`src/hdl/ffhtd_pkg.sv`:
```
// ----------------------------------------------------------------------------
// ffhtd_pkg
// Constants and types shared by the fixed-frame deframer modules.
// ----------------------------------------------------------------------------
package ffhtd_pkg;

    localparam int BYTE_W      = 8;
    localparam int IDX_W       = 6;
    localparam int STORE_DEPTH = 39;
    localparam int STORE_IDX_W = $clog2(STORE_DEPTH);

    localparam logic [BYTE_W-1:0] HEAD_FIRST  = 8'h5A;
    localparam logic [BYTE_W-1:0] HEAD_SECOND = 8'hA5;
    localparam logic [BYTE_W-1:0] TAIL_FIRST  = 8'h7F;
    localparam logic [BYTE_W-1:0] TAIL_SECOND = 8'hFE;

    // Frame offsets of the 43-byte frame
    localparam logic [IDX_W-1:0] IDX_STORE_FIRST = 6'd2;
    localparam logic [IDX_W-1:0] IDX_STORE_LAST  = 6'd40;
    localparam logic [IDX_W-1:0] IDX_TAIL_FIRST  = 6'd41;
    localparam logic [IDX_W-1:0] IDX_TAIL_SECOND = 6'd42;

    // First declared member sits in the highest bits, so aim_mode lands at bit 0
    typedef struct packed {
        logic [15:0] shot_count;
        logic [31:0] shot_speed_bits;
        logic [31:0] pitch_rate_bits;
        logic [31:0] pitch_bits;
        logic [31:0] yaw_rate_bits;
        logic [31:0] yaw_bits;
        logic [31:0] quat_z_bits;
        logic [31:0] quat_y_bits;
        logic [31:0] quat_x_bits;
        logic [31:0] quat_w_bits;
        logic [7:0]  aim_mode;
    } frame_payload_t;

    localparam int OUT_W = $bits(frame_payload_t);

    typedef struct packed {
        logic frame_good;  // accepted byte completes a frame with a good tail
        logic at_tail_end; // next collected byte is the second tail byte
    } framer_status_t;

endpackage

```
`src/hdl/ffhtd_framer.sv`:
```
// ----------------------------------------------------------------------------
// ffhtd_framer
// Header hunt, frame collection, tail check and payload assembly.
// ----------------------------------------------------------------------------
module ffhtd_framer
(
    input  logic                                clk,
    input  logic                                rst_n,
    input  logic                                byte_valid,
    input  logic [ffhtd_pkg::BYTE_W-1:0]        rx_byte,
    output ffhtd_pkg::framer_status_t           status,
    output ffhtd_pkg::frame_payload_t           payload
);

    logic                             collecting_reg;
    logic                             collecting_next;
    logic                             saw_head_reg;
    logic                             saw_head_next;
    logic                             tail_ok_reg;
    logic                             tail_ok_next;
    logic [ffhtd_pkg::IDX_W-1:0]      byte_index_reg;
    logic [ffhtd_pkg::IDX_W-1:0]      byte_index_next;
    logic                             store_wr;
    logic [ffhtd_pkg::IDX_W-1:0]      store_off;
    logic                             frame_good;
    logic [ffhtd_pkg::BYTE_W-1:0]     store_reg [0:ffhtd_pkg::STORE_DEPTH-1];

    assign store_off = byte_index_reg - ffhtd_pkg::IDX_STORE_FIRST;

    always_comb
    begin
        collecting_next = collecting_reg;
        saw_head_next   = saw_head_reg;
        tail_ok_next    = tail_ok_reg;
        byte_index_next = byte_index_reg;
        store_wr        = 1'b0;
        frame_good      = 1'b0;
        if (byte_valid)
        begin
            if (!collecting_reg)
            begin
                if (saw_head_reg && rx_byte == ffhtd_pkg::HEAD_SECOND)
                begin
                    collecting_next = 1'b1;
                    saw_head_next   = 1'b0;
                    tail_ok_next    = 1'b0;
                    byte_index_next = ffhtd_pkg::IDX_STORE_FIRST;
                end
                else
                begin
                    saw_head_next = (rx_byte == ffhtd_pkg::HEAD_FIRST);
                end
            end
            else if (byte_index_reg inside {[ffhtd_pkg::IDX_STORE_FIRST:
                                              ffhtd_pkg::IDX_STORE_LAST]})
            begin
                store_wr        = 1'b1;
                byte_index_next = byte_index_reg + 6'd1;
            end
            else if (byte_index_reg == ffhtd_pkg::IDX_TAIL_FIRST)
            begin
                tail_ok_next    = (rx_byte == ffhtd_pkg::TAIL_FIRST);
                byte_index_next = byte_index_reg + 6'd1;
            end
            else
            begin
                // End of frame, good or bad: back to hunting
                frame_good      = (byte_index_reg == ffhtd_pkg::IDX_TAIL_SECOND) &&
                                  tail_ok_reg && (rx_byte == ffhtd_pkg::TAIL_SECOND);
                collecting_next = 1'b0;
                saw_head_next   = 1'b0;
                tail_ok_next    = 1'b0;
                byte_index_next = '0;
            end
        end
    end

    always_ff @(posedge clk or negedge rst_n)
    begin
        if (!rst_n)
        begin
            collecting_reg <= 1'b0;
            saw_head_reg   <= 1'b0;
            tail_ok_reg    <= 1'b0;
            byte_index_reg <= '0;
        end
        else
        begin
            collecting_reg <= collecting_next;
            saw_head_reg   <= saw_head_next;
            tail_ok_reg    <= tail_ok_next;
            byte_index_reg <= byte_index_next;
        end
    end

    always_ff @(posedge clk)
    begin
        if (store_wr)
        begin
            store_reg[store_off[ffhtd_pkg::STORE_IDX_W-1:0]] <= rx_byte;
        end
    end

    assign status.frame_good  = frame_good;
    assign status.at_tail_end = collecting_reg &&
                                (byte_index_reg == ffhtd_pkg::IDX_TAIL_SECOND);

    // Little-endian fields, stored offsets relative to frame offset 2
    assign payload.aim_mode        = store_reg[0];
    assign payload.quat_w_bits     = {store_reg[4],  store_reg[3],  store_reg[2],  store_reg[1]};
    assign payload.quat_x_bits     = {store_reg[8],  store_reg[7],  store_reg[6],  store_reg[5]};
    assign payload.quat_y_bits     = {store_reg[12], store_reg[11], store_reg[10], store_reg[9]};
    assign payload.quat_z_bits     = {store_reg[16], store_reg[15], store_reg[14], store_reg[13]};
    assign payload.yaw_bits        = {store_reg[20], store_reg[19], store_reg[18], store_reg[17]};
    assign payload.yaw_rate_bits   = {store_reg[24], store_reg[23], store_reg[22], store_reg[21]};
    assign payload.pitch_bits      = {store_reg[28], store_reg[27], store_reg[26], store_reg[25]};
    assign payload.pitch_rate_bits = {store_reg[32], store_reg[31], store_reg[30], store_reg[29]};
    assign payload.shot_speed_bits = {store_reg[36], store_reg[35], store_reg[34], store_reg[33]};
    assign payload.shot_count      = {store_reg[38], store_reg[37]};

endmodule

```
`src/hdl/ffhtd_out_reg.sv`:
```
// ----------------------------------------------------------------------------
// ffhtd_out_reg
// Result register holding one decoded frame until the sink takes it.
// ----------------------------------------------------------------------------
module ffhtd_out_reg
(
    input  logic                          clk,
    input  logic                          rst_n,
    input  logic                          load,
    input  ffhtd_pkg::frame_payload_t     load_data,
    input  logic                          out_ready,
    output logic                          out_valid,
    output logic [ffhtd_pkg::OUT_W-1:0]   out_data
);

    logic                          valid_reg;
    logic                          valid_next;
    logic [ffhtd_pkg::OUT_W-1:0]   data_reg;

    always_comb
    begin
        valid_next = valid_reg;
        if (load)
        begin
            valid_next = 1'b1;
        end
        else if (out_ready)
        begin
            valid_next = 1'b0;
        end
    end

    always_ff @(posedge clk or negedge rst_n)
    begin
        if (!rst_n)
        begin
            valid_reg <= 1'b0;
        end
        else
        begin
            valid_reg <= valid_next;
        end
    end

    always_ff @(posedge clk)
    begin
        if (load)
        begin
            data_reg <= load_data;
        end
    end

    assign out_valid = valid_reg;
    assign out_data  = data_reg;

endmodule

```
`src/hdl/fixed_frame_header_tail_deframer_core.sv`:
```
// ----------------------------------------------------------------------------
// fixed_frame_header_tail_deframer_core
// Hunts for the 5A A5 header, collects a 43-byte frame, checks the 7F FE
// tail and emits the decoded payload of each good frame.
// ----------------------------------------------------------------------------
//  channel   | direction | tdata                        | per item
//  s_axis    | in        | rx_byte [7:0]                | one received byte
//  m_axis    | out       | decoded frame [311:0]        | one good frame
//
//  One byte is taken per ready cycle; a good frame appears on m_axis the cycle
//  after its last tail byte is accepted, set by the single result register.
//  Reset clears the hunt/collect state and the result valid; stored bytes
//  are not cleared. Bytes keep flowing while a result waits; s_tready drops
//  only when the next byte could close a frame and the result is still held.
// ----------------------------------------------------------------------------
module fixed_frame_header_tail_deframer_core
(
    input  logic                          clk,
    input  logic                          rst_n,
    input  logic                          s_tvalid,
    output logic                          s_tready,
    input  logic [7:0]                    s_tdata,  // [7:0] rx_byte
    output logic                          m_tvalid,
    input  logic                          m_tready,
    // [7:0] aim_mode, [39:8] quat_w_bits, [71:40] quat_x_bits,
    // [103:72] quat_y_bits, [135:104] quat_z_bits, [167:136] yaw_bits,
    // [199:168] yaw_rate_bits, [231:200] pitch_bits,
    // [263:232] pitch_rate_bits, [295:264] shot_speed_bits,
    // [311:296] shot_count
    output logic [ffhtd_pkg::OUT_W-1:0]   m_tdata
);

    logic                         byte_accept;
    ffhtd_pkg::framer_status_t    status;
    ffhtd_pkg::frame_payload_t    payload;

    // Hold input only when a closing byte would overwrite a waiting result
    assign s_tready    = !(status.at_tail_end && m_tvalid && !m_tready);
    assign byte_accept = s_tvalid && s_tready;

    ffhtd_framer u_framer
    (
        .clk        (clk),
        .rst_n      (rst_n),
        .byte_valid (byte_accept),
        .rx_byte    (s_tdata),
        .status     (status),
        .payload    (payload)
    );

    ffhtd_out_reg u_out_reg
    (
        .clk        (clk),
        .rst_n      (rst_n),
        .load       (status.frame_good),
        .load_data  (payload),
        .out_ready  (m_tready),
        .out_valid  (m_tvalid),
        .out_data   (m_tdata)
    );

endmodule

```
`config.mk`:
```
export PLATFORM = sky130hd
export DESIGN_NAME = fixed_frame_header_tail_deframer_core
export DESIGN_NICKNAME = d
export VERILOG_FILES = /design/src/hdl/ffhtd_pkg.sv /design/src/hdl/ffhtd_framer.sv /design/src/hdl/ffhtd_out_reg.sv /design/src/hdl/fixed_frame_header_tail_deframer_core.sv
export SDC_FILE = /design/constraint.sdc
export NUM_CORES = 1
export LEC_CHECK = 0
export ABC_AREA = 1
export BUFFER_PORTS_ARGS = -buffer_cell sky130_fd_sc_hd__buf_2
export CELL_PAD_IN_SITES_DETAIL_PLACEMENT = 0
export CELL_PAD_IN_SITES_GLOBAL_PLACEMENT = 2
export CORE_MARGIN = 2
export CORE_UTILIZATION = 40
export CTS_CLUSTER_SIZE = 20
export DETAILED_ROUTE_END_ITERATION = 8
export PLACE_DENSITY_LB_ADDON = 0.08
export SLEW_MARGIN = 10
export SYNTH_ARGS = -nofsm -noshare
export SYNTH_HDL_FRONTEND = slang
export SYNTH_HIERARCHICAL = 1
export SYNTH_SLANG_ARGS = --single-unit
```
`constraint.sdc`:
```
create_clock -name clk -period 6.1 [get_ports clk]
set_input_delay 0 -clock clk [delete_from_list [all_inputs] [get_ports clk]]
set_output_delay 0 -clock clk [all_outputs]
set_load 0.1 [all_outputs]
```
== Yosys cells after proc, flatten, opt, wreduce, memory -nomap -nowiden ==
Memory sizes are Yosys's and may differ from the RTL's. A register that Yosys moved wholly into a read port is not among the register bits.
Cells that the tools add are included.

* Flip-flop bits (word level): 10
* Bits in writable memories: 312
* Memories: 1
* Word-level logic and storage cells: 60

{| class="wikitable"
|+ Memories
! memory !! depth !! bits a word !! rd ports !! clocked after Yosys merged registers in !! write ports !! RTL line !! RTL
|-
| u_framer.store_reg || 39 || 8 || 39 || 39 || 1 || ffhtd_framer.sv:26 || <nowiki>logic [ffhtd_pkg::BYTE_W-1:0] store_reg [0:ffhtd_pkg::STORE_DEPTH-1];</nowiki>
|}

* Equality and inequality tests: 8
* Magnitude comparators: 2
* $add $sub $neg: 2
* Mux-type cells: 27
* Reductions and logical operators: 15

{| class="wikitable"
|+ Operator list
! cell !! number
|-
| 6-bit two-way mux || 4
|-
| 1-bit two-way mux || 23
|-
| 8-bit by 7-bit == test with 1-bit output, second input constant || 2
|-
| 8-bit == test, second input constant || 2
|-
| 6-bit == test, second input constant || 2
|-
| 1-bit logical AND || 8
|-
| 6-bit by 1-bit adder with 6-bit output, second input constant || 1
|-
| 6-bit by 2-bit greater-or-equal comparator with 1-bit output, second input constant || 1
|-
| 6-bit <= comparator, second input constant || 1
|-
| 3-bit AND reduction || 2
|-
| 6-bit by 2-bit subtractor with 6-bit output, second input constant || 1
|-
| 2-bit inequality test, second input constant || 2
|-
| 2-bit nonzero test || 2
|-
| 1-bit logical NOT || 2
|-
| 2-bit AND reduction || 1
|}

== Logic depth before layout (Yosys ltp) ==
Gate-level depths: netlist of the first run.

* Word-level depth: 9
* Gate-level depth with buffers: 17

== By module ==
Netlist of the first run, hierarchy kept.

{| class="wikitable"
|+ Modules (own cells, without submodules)
! module !! instances !! cells an instance !! area an instance (µm²)
|-
| ffhtd_framer || 1 || 501 || 10390.0
|-
| ffhtd_out_reg || 1 || 317 || 9409.0
|-
| fixed_frame_header_tail_deframer_core || 1 || 5 || 21.3
|}

== Worst setup path after synthesis of the first run ==
Ideal clock, no wire load.

* Path kind: register to register
* Start point: reg u_framer/byte_index_reg[0] (netlist name)
* End point: reg u_out_reg.data_reg, in the netlist u_out_reg/out_data[0], read port of u_framer.store_reg (enable)
* Path slack: 1.787 ns
* Data required time: 5.643 ns
* Arrival time: 3.856 ns
* Clock period less this slack: 4.313 ns
* Library setup time: 0.457 ns
* Stages on the path, launching flop included: 13
* Path through: dfrtp_1 inv_1 ha_1 inv_1 nor3_1 nand2_1 nor2_2 nor2_1 nand2_1 nor4_1 nand3_1 nor2_1 buf_4

{| class="wikitable"
|+ RTL lines
! item !! RTL line !! RTL
|-
| from (decl) || ffhtd_framer.sv:21 || <nowiki>logic [ffhtd_pkg::IDX_W-1:0] byte_index_reg;</nowiki>
|-
| from (signal assigned) || ffhtd_framer.sv:92 || <nowiki>byte_index_reg <= byte_index_next;</nowiki>
|-
| to (decl) || ffhtd_out_reg.sv:18 || <nowiki>logic [ffhtd_pkg::OUT_W-1:0] data_reg;</nowiki>
|}

==> run_results.csv, run 1 <==
group,metric,value,unit
outcome,status,"finished, final reports clean",
timing,worst_pin_slew,1.02,ns
detailed_routing,vias_per_cell,4.59,
hold_path,worstHoldPathCells,2,
timing,fin_skew,0.0225,ns
detailed_routing,wirelength,45000,um
timing,timing.fmax,0.290,GHz
hold_path,hp-start,"s_tdata[4]",
synth,synth-seq-cells,634,
timing,finalMaxSlewViolations,0,
power,peakVddDrop,202,uV
timing,fin_hold_ws,0.0916,ns
grt,grt_remaining_overflow,0,
timing,hold_viol_final,0,
floorplan,core_region_area,49000,um2
clock_tree,cts_resized,0,
detailed_routing,wire_per_inst,23.2,um
clock_tree,postCtsHoldBufs,4,
placement,dp_hpwl,26600,um
power,power_density,359,nW/um2
floorplan,dieArea,51300,um2
finish,diodes,0,
synth,synth_top_family_by_area,"simple AND/OR/NAND/NOR gates",
timing,setup_violations,0,
critical_path,reg2regPathDepth,12,
power,p_int,0.00683,W
hold_path,min_path_type,"in2reg",
synth,synth_fa_ha_area_share,0.253,%
clock_tree,cts_max_level,2,
critical_path,crit_fanout,81,
power,switchingPower,0.00188,W
critical_path,crit_required,6.33,ns
clock_tree,clk_latency,0.62,ns
floorplan,dieWidth,227,um
synth,synth.top_cell.area_share,94.5,%
clock_tree,numCtsBuffers,61,
floorplan,ios,326,
finish,final_cells,1937,
finish,n_fill_cell,4066,
critical_path,critical_path_class,"reg2reg",
finish,area_growth,22.5,%
synth,synth_compound_area_share,0.177,%
synth,synth_cell_type_count,20,
placement,placedCellCount,1819,
detailed_routing,drc,0,
power,clockPowerShare,40.4,%
clock_tree,cts_sinks,634,
power,leakage,8.41,nW
synth,syn_avg_cell_area,24.1,um2
finish,multi_input_area,719,um2
placement,gp_congestion,0.765,
clock_tree,tritoncts,"done",
clock_tree,clockRootBuffer,"clkbuf_16",
detailed_routing,route.antenna.remaining_nets,0,
timing,fin_crit_sh,56.4,%
timing,setup_tns,0,ns
critical_path,critPathLaunchType,"flip-flop",
placement,port_buffers,325,
synth,synthTopCellsByArea,"edfxtp_1 95%, dfrtp_1 1.3%, nor2_1 1.1%, nand2_1 1.0%, nand3_1 0.48%",
synth,ys_warn_count,6,
finish,regArea,19000,um2
synth,yosysSeqAreaShare,95.8,%
clock_tree,cts.clk_slew.worst_paths,0.06,ns
timing,fin_crit,3.44,ns
detailed_routing,initialDrtViolationCount,523,
synth,yosys.area_share.xor_xnor,0.0442,%
critical_path,worst_setup_path_end_kind,"flip-flop",
grt,antenna_found_initial,0,
power,total_power,0.00871,W
critical_path,arrival,3.67,ns
synth,yosys-mux-area-fraction,0,%
synth,synth.net_count,839,
finish,nets,1238,
floorplan,num_rows,81,
power,switching_share,21.6,%
finish,final_common_cell,"edfxtp_1",
finish,drive_gt1_share,33.4,%
grt,grtUsageTotal,17.4,%
finish,final_cell_mix,"624 x edfxtp_1, 325 x buf_2, 62 x clkbuf_16, 59 x nor2_1, 54 x nand2_1",
synth,synth_top_area_cell,"edfxtp_1",
synth,syn-cell-area,19800,um2
floorplan,start_util,40.5,%
hold_path,min_to,"u_framer/store_reg[36][4]",
timing,slew_headroom,31.7,%
grt,grt_pass1_vias,8946,
detailed_routing,vias,8886,
power,seq_power_share,55.3,%
clock_tree,postCtsSetupRepairBufs,0,
power,combPwrFrac,4.2,%
critical_path,timing.rr.start,"u_framer/byte_index_reg[0]",
critical_path,r2r-end,"u_out_reg/out_data[288]",
timing,grt_setup_unrepaired,"false",
clock_tree,cts_buffer_depth,3,
floorplan,die-height,227,um
run,drv_cap,0,
critical_path,rrSetupSlack,2.66,ns
synth,synth_cells,823,
grt,grt_max_degree,178,
detailed_routing,drtPass1Iterations,4,
synth,synthSimpleGateAreaFrac,3.12,%
grt,grt_pass1_wl,61900,um
[routing by layer]
layer / routed length, um / track usage [%] / vias up
li1: - / - / 3989
met1: 19100 / 23.3 / 4582
met2: 22500 / 28.9 / 249
met3: 2450 / 3.81 / 66
met4: 907 / 4.54 / 0
met5: 0 / 0 / -
[cells in the mapped netlist]
library cell and n:
buf_2 3, buf_4 1, dfrtp_1 10, edfxtp_1 624
ha_1 4, inv_1 25, inv_2 1, nand2_1 54
nand3_1 19, nand3_2 1, nand4_1 4, nor2_1 60
nor2_2 2, nor2_4 1, nor3_1 6, nor4_1 1
o21ai_0 4, o21ai_2 1, o22ai_1 1, xor2_1 1
[layout make-up]
type	count	area share, %
flip-flops and latches	634	78.2
clock buffers	76	6.60
inverters	26	0.402
clock inverters	38	1.18
repair buffers	340	7.25
well taps	664	3.42
multi-input cells	159	2.96
[critical path: stages (launching register included)]
cell and delay, ns:
dfrtp_1 0.49, inv_1 0.21, ha_1 0.24, inv_1 0.07, nor3_1 0.05, nand2_1 0.08, nor2_2 0.04, nor2_1 0.20
nand2_1 0.22, nor4_1 0.29, nand3_1 0.18, nor2_4 0.16, buf_4 0.80
[worst max path at each step]
stage                         endpoint                  startpoint  cells past startpoint
2_1_floorplan    u_out_reg/out_data[0]  u_framer/byte_index_reg[0]                     12
3_3_place_gp    u_out_reg/out_data[33]  u_framer/byte_index_reg[0]                     12
3_5_place_dp    u_out_reg/out_data[37]  u_framer/byte_index_reg[0]                     12
4_1_cts        u_out_reg/out_data[295]  u_framer/byte_index_reg[0]                     12
5_1_grt        u_out_reg/out_data[169]  u_framer/byte_index_reg[0]                     12
6_report       u_out_reg/out_data[288]  u_framer/byte_index_reg[0]                     12
[power by group through the flow]
stage	Sequential, W	Combinational, W	Clock [W]
after floorplan	0.00489	0.000183	0
final	0.00482	0.000370	0.00352
after detailed placement	0.00491	0.000381	0
after global routing	0.00482	0.000412	0.00380
after CTS	0.00482	0.000386	0.00362
after global placement	0.00491	0.000393	0
[metrics by stage]
stage / instance area (um2) / utilization [%] / worst slack (ns)
finish: 24300 / 49.6 / 2.66
global route: 24300 / 49.6 / 2.32
CTS: 24300 / 49.6 / 2.60
detailed placement: 22400 / 45.7 / 2.62
global placement: 22400 / 45.7 / 2.72
floorplan: 19800 / - / 1.79
[cell families (layout without fill, tap and decap cells)]
family                   after synthesis  count (layout)
flip-flops                           634             634
AND/OR/NAND/NOR                      148             148
buffers and inverters                 30             480
AO/OA/AOI/OAI                          6               6
adder cells (fa/ha/maj)                4               4
XOR/XNOR                               1               1
No activity file was read; power rests on OpenSTA's default activity.
==> run 2: changes to the inputs <==
- CORE_UTILIZATION: 40 -> 39
- clock period: 6.1 -> 2.85 ns (I/O delays scaled with it)
==> run 2 against run 1 <==
Compared with the run above: clock-buffer cell count rose by 6; critical endpoint is now u_out_reg/out_data[7]; sequential share of layout area decreased by 2.7 points; first-iteration DRC count is 39% higher; highest routed layer unchanged; flip-flop and latch count unchanged; register-to-register slack worse by 2.5 ns; sequential power grew 110%; critical path depth is 1 higher; fmax increased by 30%.
==> run_results.csv, run 2 (synthesized netlist as in run 1, its figures left out) <==
group,metric,value,unit
outcome,status,"finished, final reports clean",
grt,antenna_found_initial,0,
detailed_routing,wirelength,46100,um
critical_path,rrSetupSlack,0.19,ns
run,drv_cap,0,
finish,final_cell_mix,"624 x edfxtp_1, 325 x buf_2, 73 x clkbuf_16, 58 x nor2_1, 57 x buf_4",
finish,final_common_cell,"edfxtp_1",
finish,drive_gt1_share,37.3,%
floorplan,start_util,39.5,%
placement,gp_congestion,0.772,
timing,finalMaxSlewViolations,0,
timing,slew_headroom,47.6,%
power,leakage,8.87,nW
detailed_routing,vias_per_cell,4.52,
clock_tree,clockRootBuffer,"clkbuf_16",
detailed_routing,drtPass1Iterations,5,
finish,nets,1309,
detailed_routing,route.antenna.remaining_nets,0,
placement,dp_hpwl,27900,um
finish,design_area,25200,um2
critical_path,cp-startpoint,"u_framer/byte_index_reg[0]",
critical_path,arrival,2.94,ns
critical_path,reg2regPathDepth,13,
critical_path,timing.rr.start,"u_framer/byte_index_reg[0]",
critical_path,crit_fanout,21,
detailed_routing,wire_per_inst,22.9,um
detailed_routing,initialDrtViolationCount,728,
timing,setup_ws,0.194,ns
grt,grtUsageTotal,17.2,%
detailed_routing,vias,9098,
grt,grt_pass1_vias,9231,
critical_path,critical_path_class,"reg2reg",
critical_path,crit_required,3.13,ns
hold_path,min_path_type,"in2reg",
grt,grt_pass1_wl,63800,um
timing,fin_crit,2.66,ns
timing,fin_crit_sh,93.2,%
floorplan,die-height,229,um
floorplan,core_region_area,50200,um2
critical_path,critPathLaunchType,"flip-flop",
power,power_density,763,nW/um2
clock_tree,numCtsBuffers,66,
timing,setup_tns,0,ns
timing,hold_viol_final,0,
floorplan,num_rows,82,
floorplan,dieArea,52600,um2
clock_tree,clk_latency,0.57,ns
placement,place_area,22900,um2
finish,area_growth,26.9,%
critical_path,worst_setup_path_end_kind,"flip-flop",
critical_path,crit_path_end,"u_out_reg/out_data[7]",
grt,grt_remaining_overflow,0,
finish,fin_util,50.1,%
clock_tree,cts_buffer_depth,3,
timing,worst_pin_slew,0.786,ns
timing,setup_violations,0,
timing,timing.fmax,0.376,GHz
timing,fin_skew,0.0145,ns
clock_tree,tritoncts,"done",
floorplan,dieWidth,229,um
critical_path,r2r-end,"u_out_reg/out_data[7]",
grt,grt_max_degree,57,
placement,place_ws,0.0675,ns
detailed_routing,drc,0,
clock_tree,cts_sinks,634,
clock_tree,cts_max_level,3,
placement,port_buffers,325,
clock_tree,cts.clk_slew.worst_paths,0.06,ns
floorplan,ios,326,
power,peakVddDrop,469,uV
run 2: cell count changes in the layout (fill, tap and decap cells not counted), moves of 3 or more:
cell           previous run  this run
buf_4                    10        57
clkbuf_16                62        73
dlygate4sd3_1             4         9
dfrtp_1                  10         7
buf_16                    0         3
dfrtp_2                   0         3
buf_6                     0         3
buf_12                    1         4
run 2: report_power, final:
group	switching, W	internal (W)	total, W
Sequential	0.0000776	0.0102	0.0103
Clock	0.00334	0.00469	0.00803
Combinational	0.000665	0.000183	0.000848
run 2: area by class of cell:
| class | count | area [um2] |
|---|---|---|
| Sequential cell | 634 | 19000 |
| Tap cell | 672 | 841 |
| Clock inverter | 35 | 246 |
| Clock buffer | 82 | 1780 |
| Antenna cell | 1 | 2.50 |
| Inverter | 26 | 100 |
| Timing Repair Buffer | 406 | 2460 |
| Multi-Input combinational cell | 159 | 743 |
| Fill cell | 4174 | 25000 |
run 2: timing repair:
action,4_1_cts,5_1_grt
hold endpoints to repair,15,0
setup endpoints to repair,0,271
hold buffers,9,0
setup buffers,0,2
gates resized for setup,0,10
run 2: how the worst min path moves through the flow:
stage / start / end / cells past startpoint
5_1_grt: s_tdata[1] / u_framer/store_reg[36][1] / 2
4_1_cts: s_tdata[1] / u_framer/store_reg[38][1] / 2
3_3_place_gp: rst_n / u_out_reg/out_valid / 1
3_5_place_dp: rst_n / u_framer/saw_head_reg / 1
6_report: s_tdata[1] / u_framer/store_reg[36][1] / 2
2_1_floorplan: rst_n / u_framer/byte_index_reg[0] / 0
run 2: metrics by stage:
step                power [W]  instances  hold WS, ns
finish                 0.0192       2015        0.123
global placement       0.0114       1882      -0.0850
detailed placement     0.0114       1882      -0.0917
floorplan              0.0109        823       -0.296
global route           0.0199       2014        0.134
CTS                    0.0195       2008        0.106
run 2: routing by layer:
metal  part of all wire, %  wire length (um)  global-route usage [%]  vias up
met5                     0                 0                       0        -
met4                   1.9               857                    5.58        0
met3                   6.0              2760                    4.11       56
met2                    50             22900                    28.0      295
met1                    43             19600                    22.9     4604
li1                      -                 -                       -     4143
run 2: worst max-delay path, cell delays in order (launching register included):
cell	delay [ns]
dfrtp_2	0.47
inv_4	0.09
ha_4	0.16
inv_2	0.05
nor3_1	0.06
nand2_1	0.08
nor2_2	0.04
nor2_2	0.16
nand2_2	0.15
nor4_2	0.26
nand3_1	0.16
nor2_4	0.20
buf_12	0.22
clkbuf_16	0.23
==> run 3: changes to the inputs <==
- PLACE_DENSITY: default -> 0.76
- PLACE_DENSITY_LB_ADDON: 0.08 -> default
==> run 3 against run 2 <==
Compared with the run above: sequential power about the same; clock-buffer cell count decreased by 14; register-to-register slack about the same; critical path type unchanged; critical endpoint is now u_out_reg/out_data[77].
==> run_results.csv, run 3 (synthesized netlist as in run 1, its figures left out) <==
group,metric,value,unit
critical_path,cp_cell_sequence,"inv_1, nor2_1, nand2_1, nor3_1, nand2_1, nor2_2, nor2_2, nand2_2, nor4_1, nand3_1, nor2_4, buf_12, clkbuf_16",
run,drv_cap,0,
grt,grt_pass1_wl,61800,um
timing,grt_setup_unrepaired,"false",
detailed_routing,initialDrtViolationCount,763,
grt,grt_remaining_overflow,0,
detailed_routing,wire_per_inst,22.2,um
finish,diodes,0,
critical_path,r2r-end,"u_out_reg/out_data[77]",
timing,slew_headroom,51.9,%
critical_path,rrSetupSlack,0.21,ns
finish,final_common_cell,"edfxtp_1",
finish,nets,1311,
timing,fin_skew,0.0142,ns
power,p_int,0.0144,W
power,power_density,735,nW/um2
power,seq_power_share,56.1,%
clock_tree,numCtsBuffers,59,
finish,drive_gt1_share,37.8,%
timing,timing.fmax,0.378,GHz
critical_path,critical_path_class,"reg2reg",
placement,dp_hpwl,27300,um
critical_path,crit_required,3.15,ns
floorplan,die-height,229,um
detailed_routing,vias,9121,
grt,grtUsageTotal,16.4,%
floorplan,dieArea,52600,um2
grt,grt_pass1_vias,9163,
clock_tree,tritoncts,"done",
clock_tree,cts_buffer_depth,3,
detailed_routing,wirelength,44600,um
floorplan,core_region_area,50200,um2
grt,grt_max_degree,50,
power,combPwrFrac,4.8,%
critical_path,arrival,2.94,ns
timing,fin_crit_sh,92.8,%
power,peakVddDrop,514,uV
floorplan,dieWidth,229,um
finish,area_growth,26.1,%
floorplan,num_rows,82,
clock_tree,cts_max_level,2,
clock_tree,cts.clk_slew.worst_paths,0.06,ns
timing,worst_pin_slew,0.721,ns
timing,hold_viol_final,0,
placement,port_buffers,325,
detailed_routing,route.antenna.remaining_nets,0,
hold_path,min_to,"u_framer/store_reg[14][2]",
critical_path,critPathLaunchType,"flip-flop",
power,leakage,8.80,nW
critical_path,crit_path_top_delay_cell,"dfrtp_1",
detailed_routing,drtPass1Iterations,5,
placement,gp_congestion,0.764,
timing,finalMaxSlewViolations,0,
finish,final_cell_mix,"624 x edfxtp_1, 325 x buf_2, 64 x clkbuf_16, 62 x buf_4, 58 x nor2_1",
hold_path,worstHoldPathCells,2,
floorplan,ios,326,
power,switchingPower,0.00391,W
power,switching_share,21.3,%
timing,setup_violations,0,
clock_tree,clockRootBuffer,"clkbuf_16",
clock_tree,cts_sinks,634,
critical_path,worst_setup_path_end_kind,"flip-flop",
critical_path,reg2regPathDepth,13,
outcome,status,"finished, final reports clean",
timing,setup_tns,0,ns
clock_tree,clk_latency,0.60,ns
timing,setup_ws,0.205,ns
detailed_routing,drc,0,
timing,fin_crit,2.64,ns
grt,antenna_found_initial,1,
detailed_routing,vias_per_cell,4.55,
critical_path,timing.rr.start,"u_framer/byte_index_reg[3]",
critical_path,cp_slowest_stage_delay,0.45,ns
hold_path,min_path_type,"in2reg",
power,clockPowerShare,39.1,%
floorplan,start_util,39.5,%
critical_path,crit_fanout,24,
hold_path,hp-start,"s_tdata[2]",
placement,place_ws,0.112,ns
run 3: changes by cell type in the layout (fill, tap and decap cells not counted), sizes merged, moves of 2 or more:
cell,change
clkinv,-3
dlygate4sd3,+2
clkbuf,-14
buf,+7
clkinvlp,+2
run 3: worst max-delay path by stage:
stage                                     startpoint                       to  slack (ns)  cells after the start
after CTS                 u_framer/byte_index_reg[1]   u_out_reg/out_data[25]        0.09                     12
after global placement    u_framer/byte_index_reg[0]  u_out_reg/out_data[145]        0.21                     13
after detailed placement  u_framer/byte_index_reg[0]   u_out_reg/out_data[93]        0.11                     13
after floorplan           u_framer/byte_index_reg[0]    u_out_reg/out_data[0]       0.004                     12
after global routing      u_framer/byte_index_reg[4]   u_out_reg/out_data[12]       0.009                     14
final                     u_framer/byte_index_reg[3]   u_out_reg/out_data[77]        0.21                     13
run 3: layout make-up:
class                           instances  area, um2
Timing Repair Buffer                  415       2550
Multi-Input combinational cell        159        737
Sequential cell                       634      19000
Clock inverter                         32        235
Inverter                               26        100
Tap cell                              672        841
Clock buffer                           68       1530
Fill cell                            4041      25200
run 3: power groups by stage:
stage / logic, W / clock network [W] / registers (W)
detailed placement: 0.000871 / 0 / 0.0105
global route: 0.000968 / 0.00771 / 0.0103
finish: 0.000875 / 0.00718 / 0.0103
floorplan: 0.000407 / 0 / 0.0105
global placement: 0.000887 / 0 / 0.0105
CTS: 0.000883 / 0.00736 / 0.0103
run 3: metal layers:
metal / share of wire [%] / GRT usage (%) / wire length, um
met2: 50 / 27.3 / 22300
met1: 42 / 22.0 / 18900
met3: 5.1 / 3.20 / 2290
met5: 0 / 0 / 0
met4: 2.3 / 4.83 / 1020
run 3: what timing repair did:
action	in CTS	in global routing
gates resized for setup	0	6
buffers inserted	0	5
endpoints found under the setup margin	0	175
hold buffers	11	0
endpoints found under the hold margin	31	0
run 3: worst max-delay path, delay by kind of cell (launching register included):
| family | cells | cell delay, ns |
|---|---|---|
| buffers and inverters | 3 | 0.58 |
| and+or+nand+nor | 10 | 1.29 |
| DFF | 1 | 0.45 |
run 3: through the flow:
| stage | power, W | util (%) | instance area, um2 | instances | hold WS (ns) |
|---|---|---|---|---|---|
| floorplan | 0.0109 | - | 19900 | 823 | -0.296 |
| finish | 0.0184 | 49.8 | 25000 | 2006 | 0.110 |
| detailed placement | 0.0114 | 45.7 | 22900 | 1886 | -0.0966 |
| global placement | 0.0114 | 45.7 | 22900 | 1886 | -0.0973 |
| CTS | 0.0185 | 49.5 | 24800 | 1997 | 0.0971 |
| global route | 0.0190 | 49.8 | 25000 | 2006 | 0.110 |
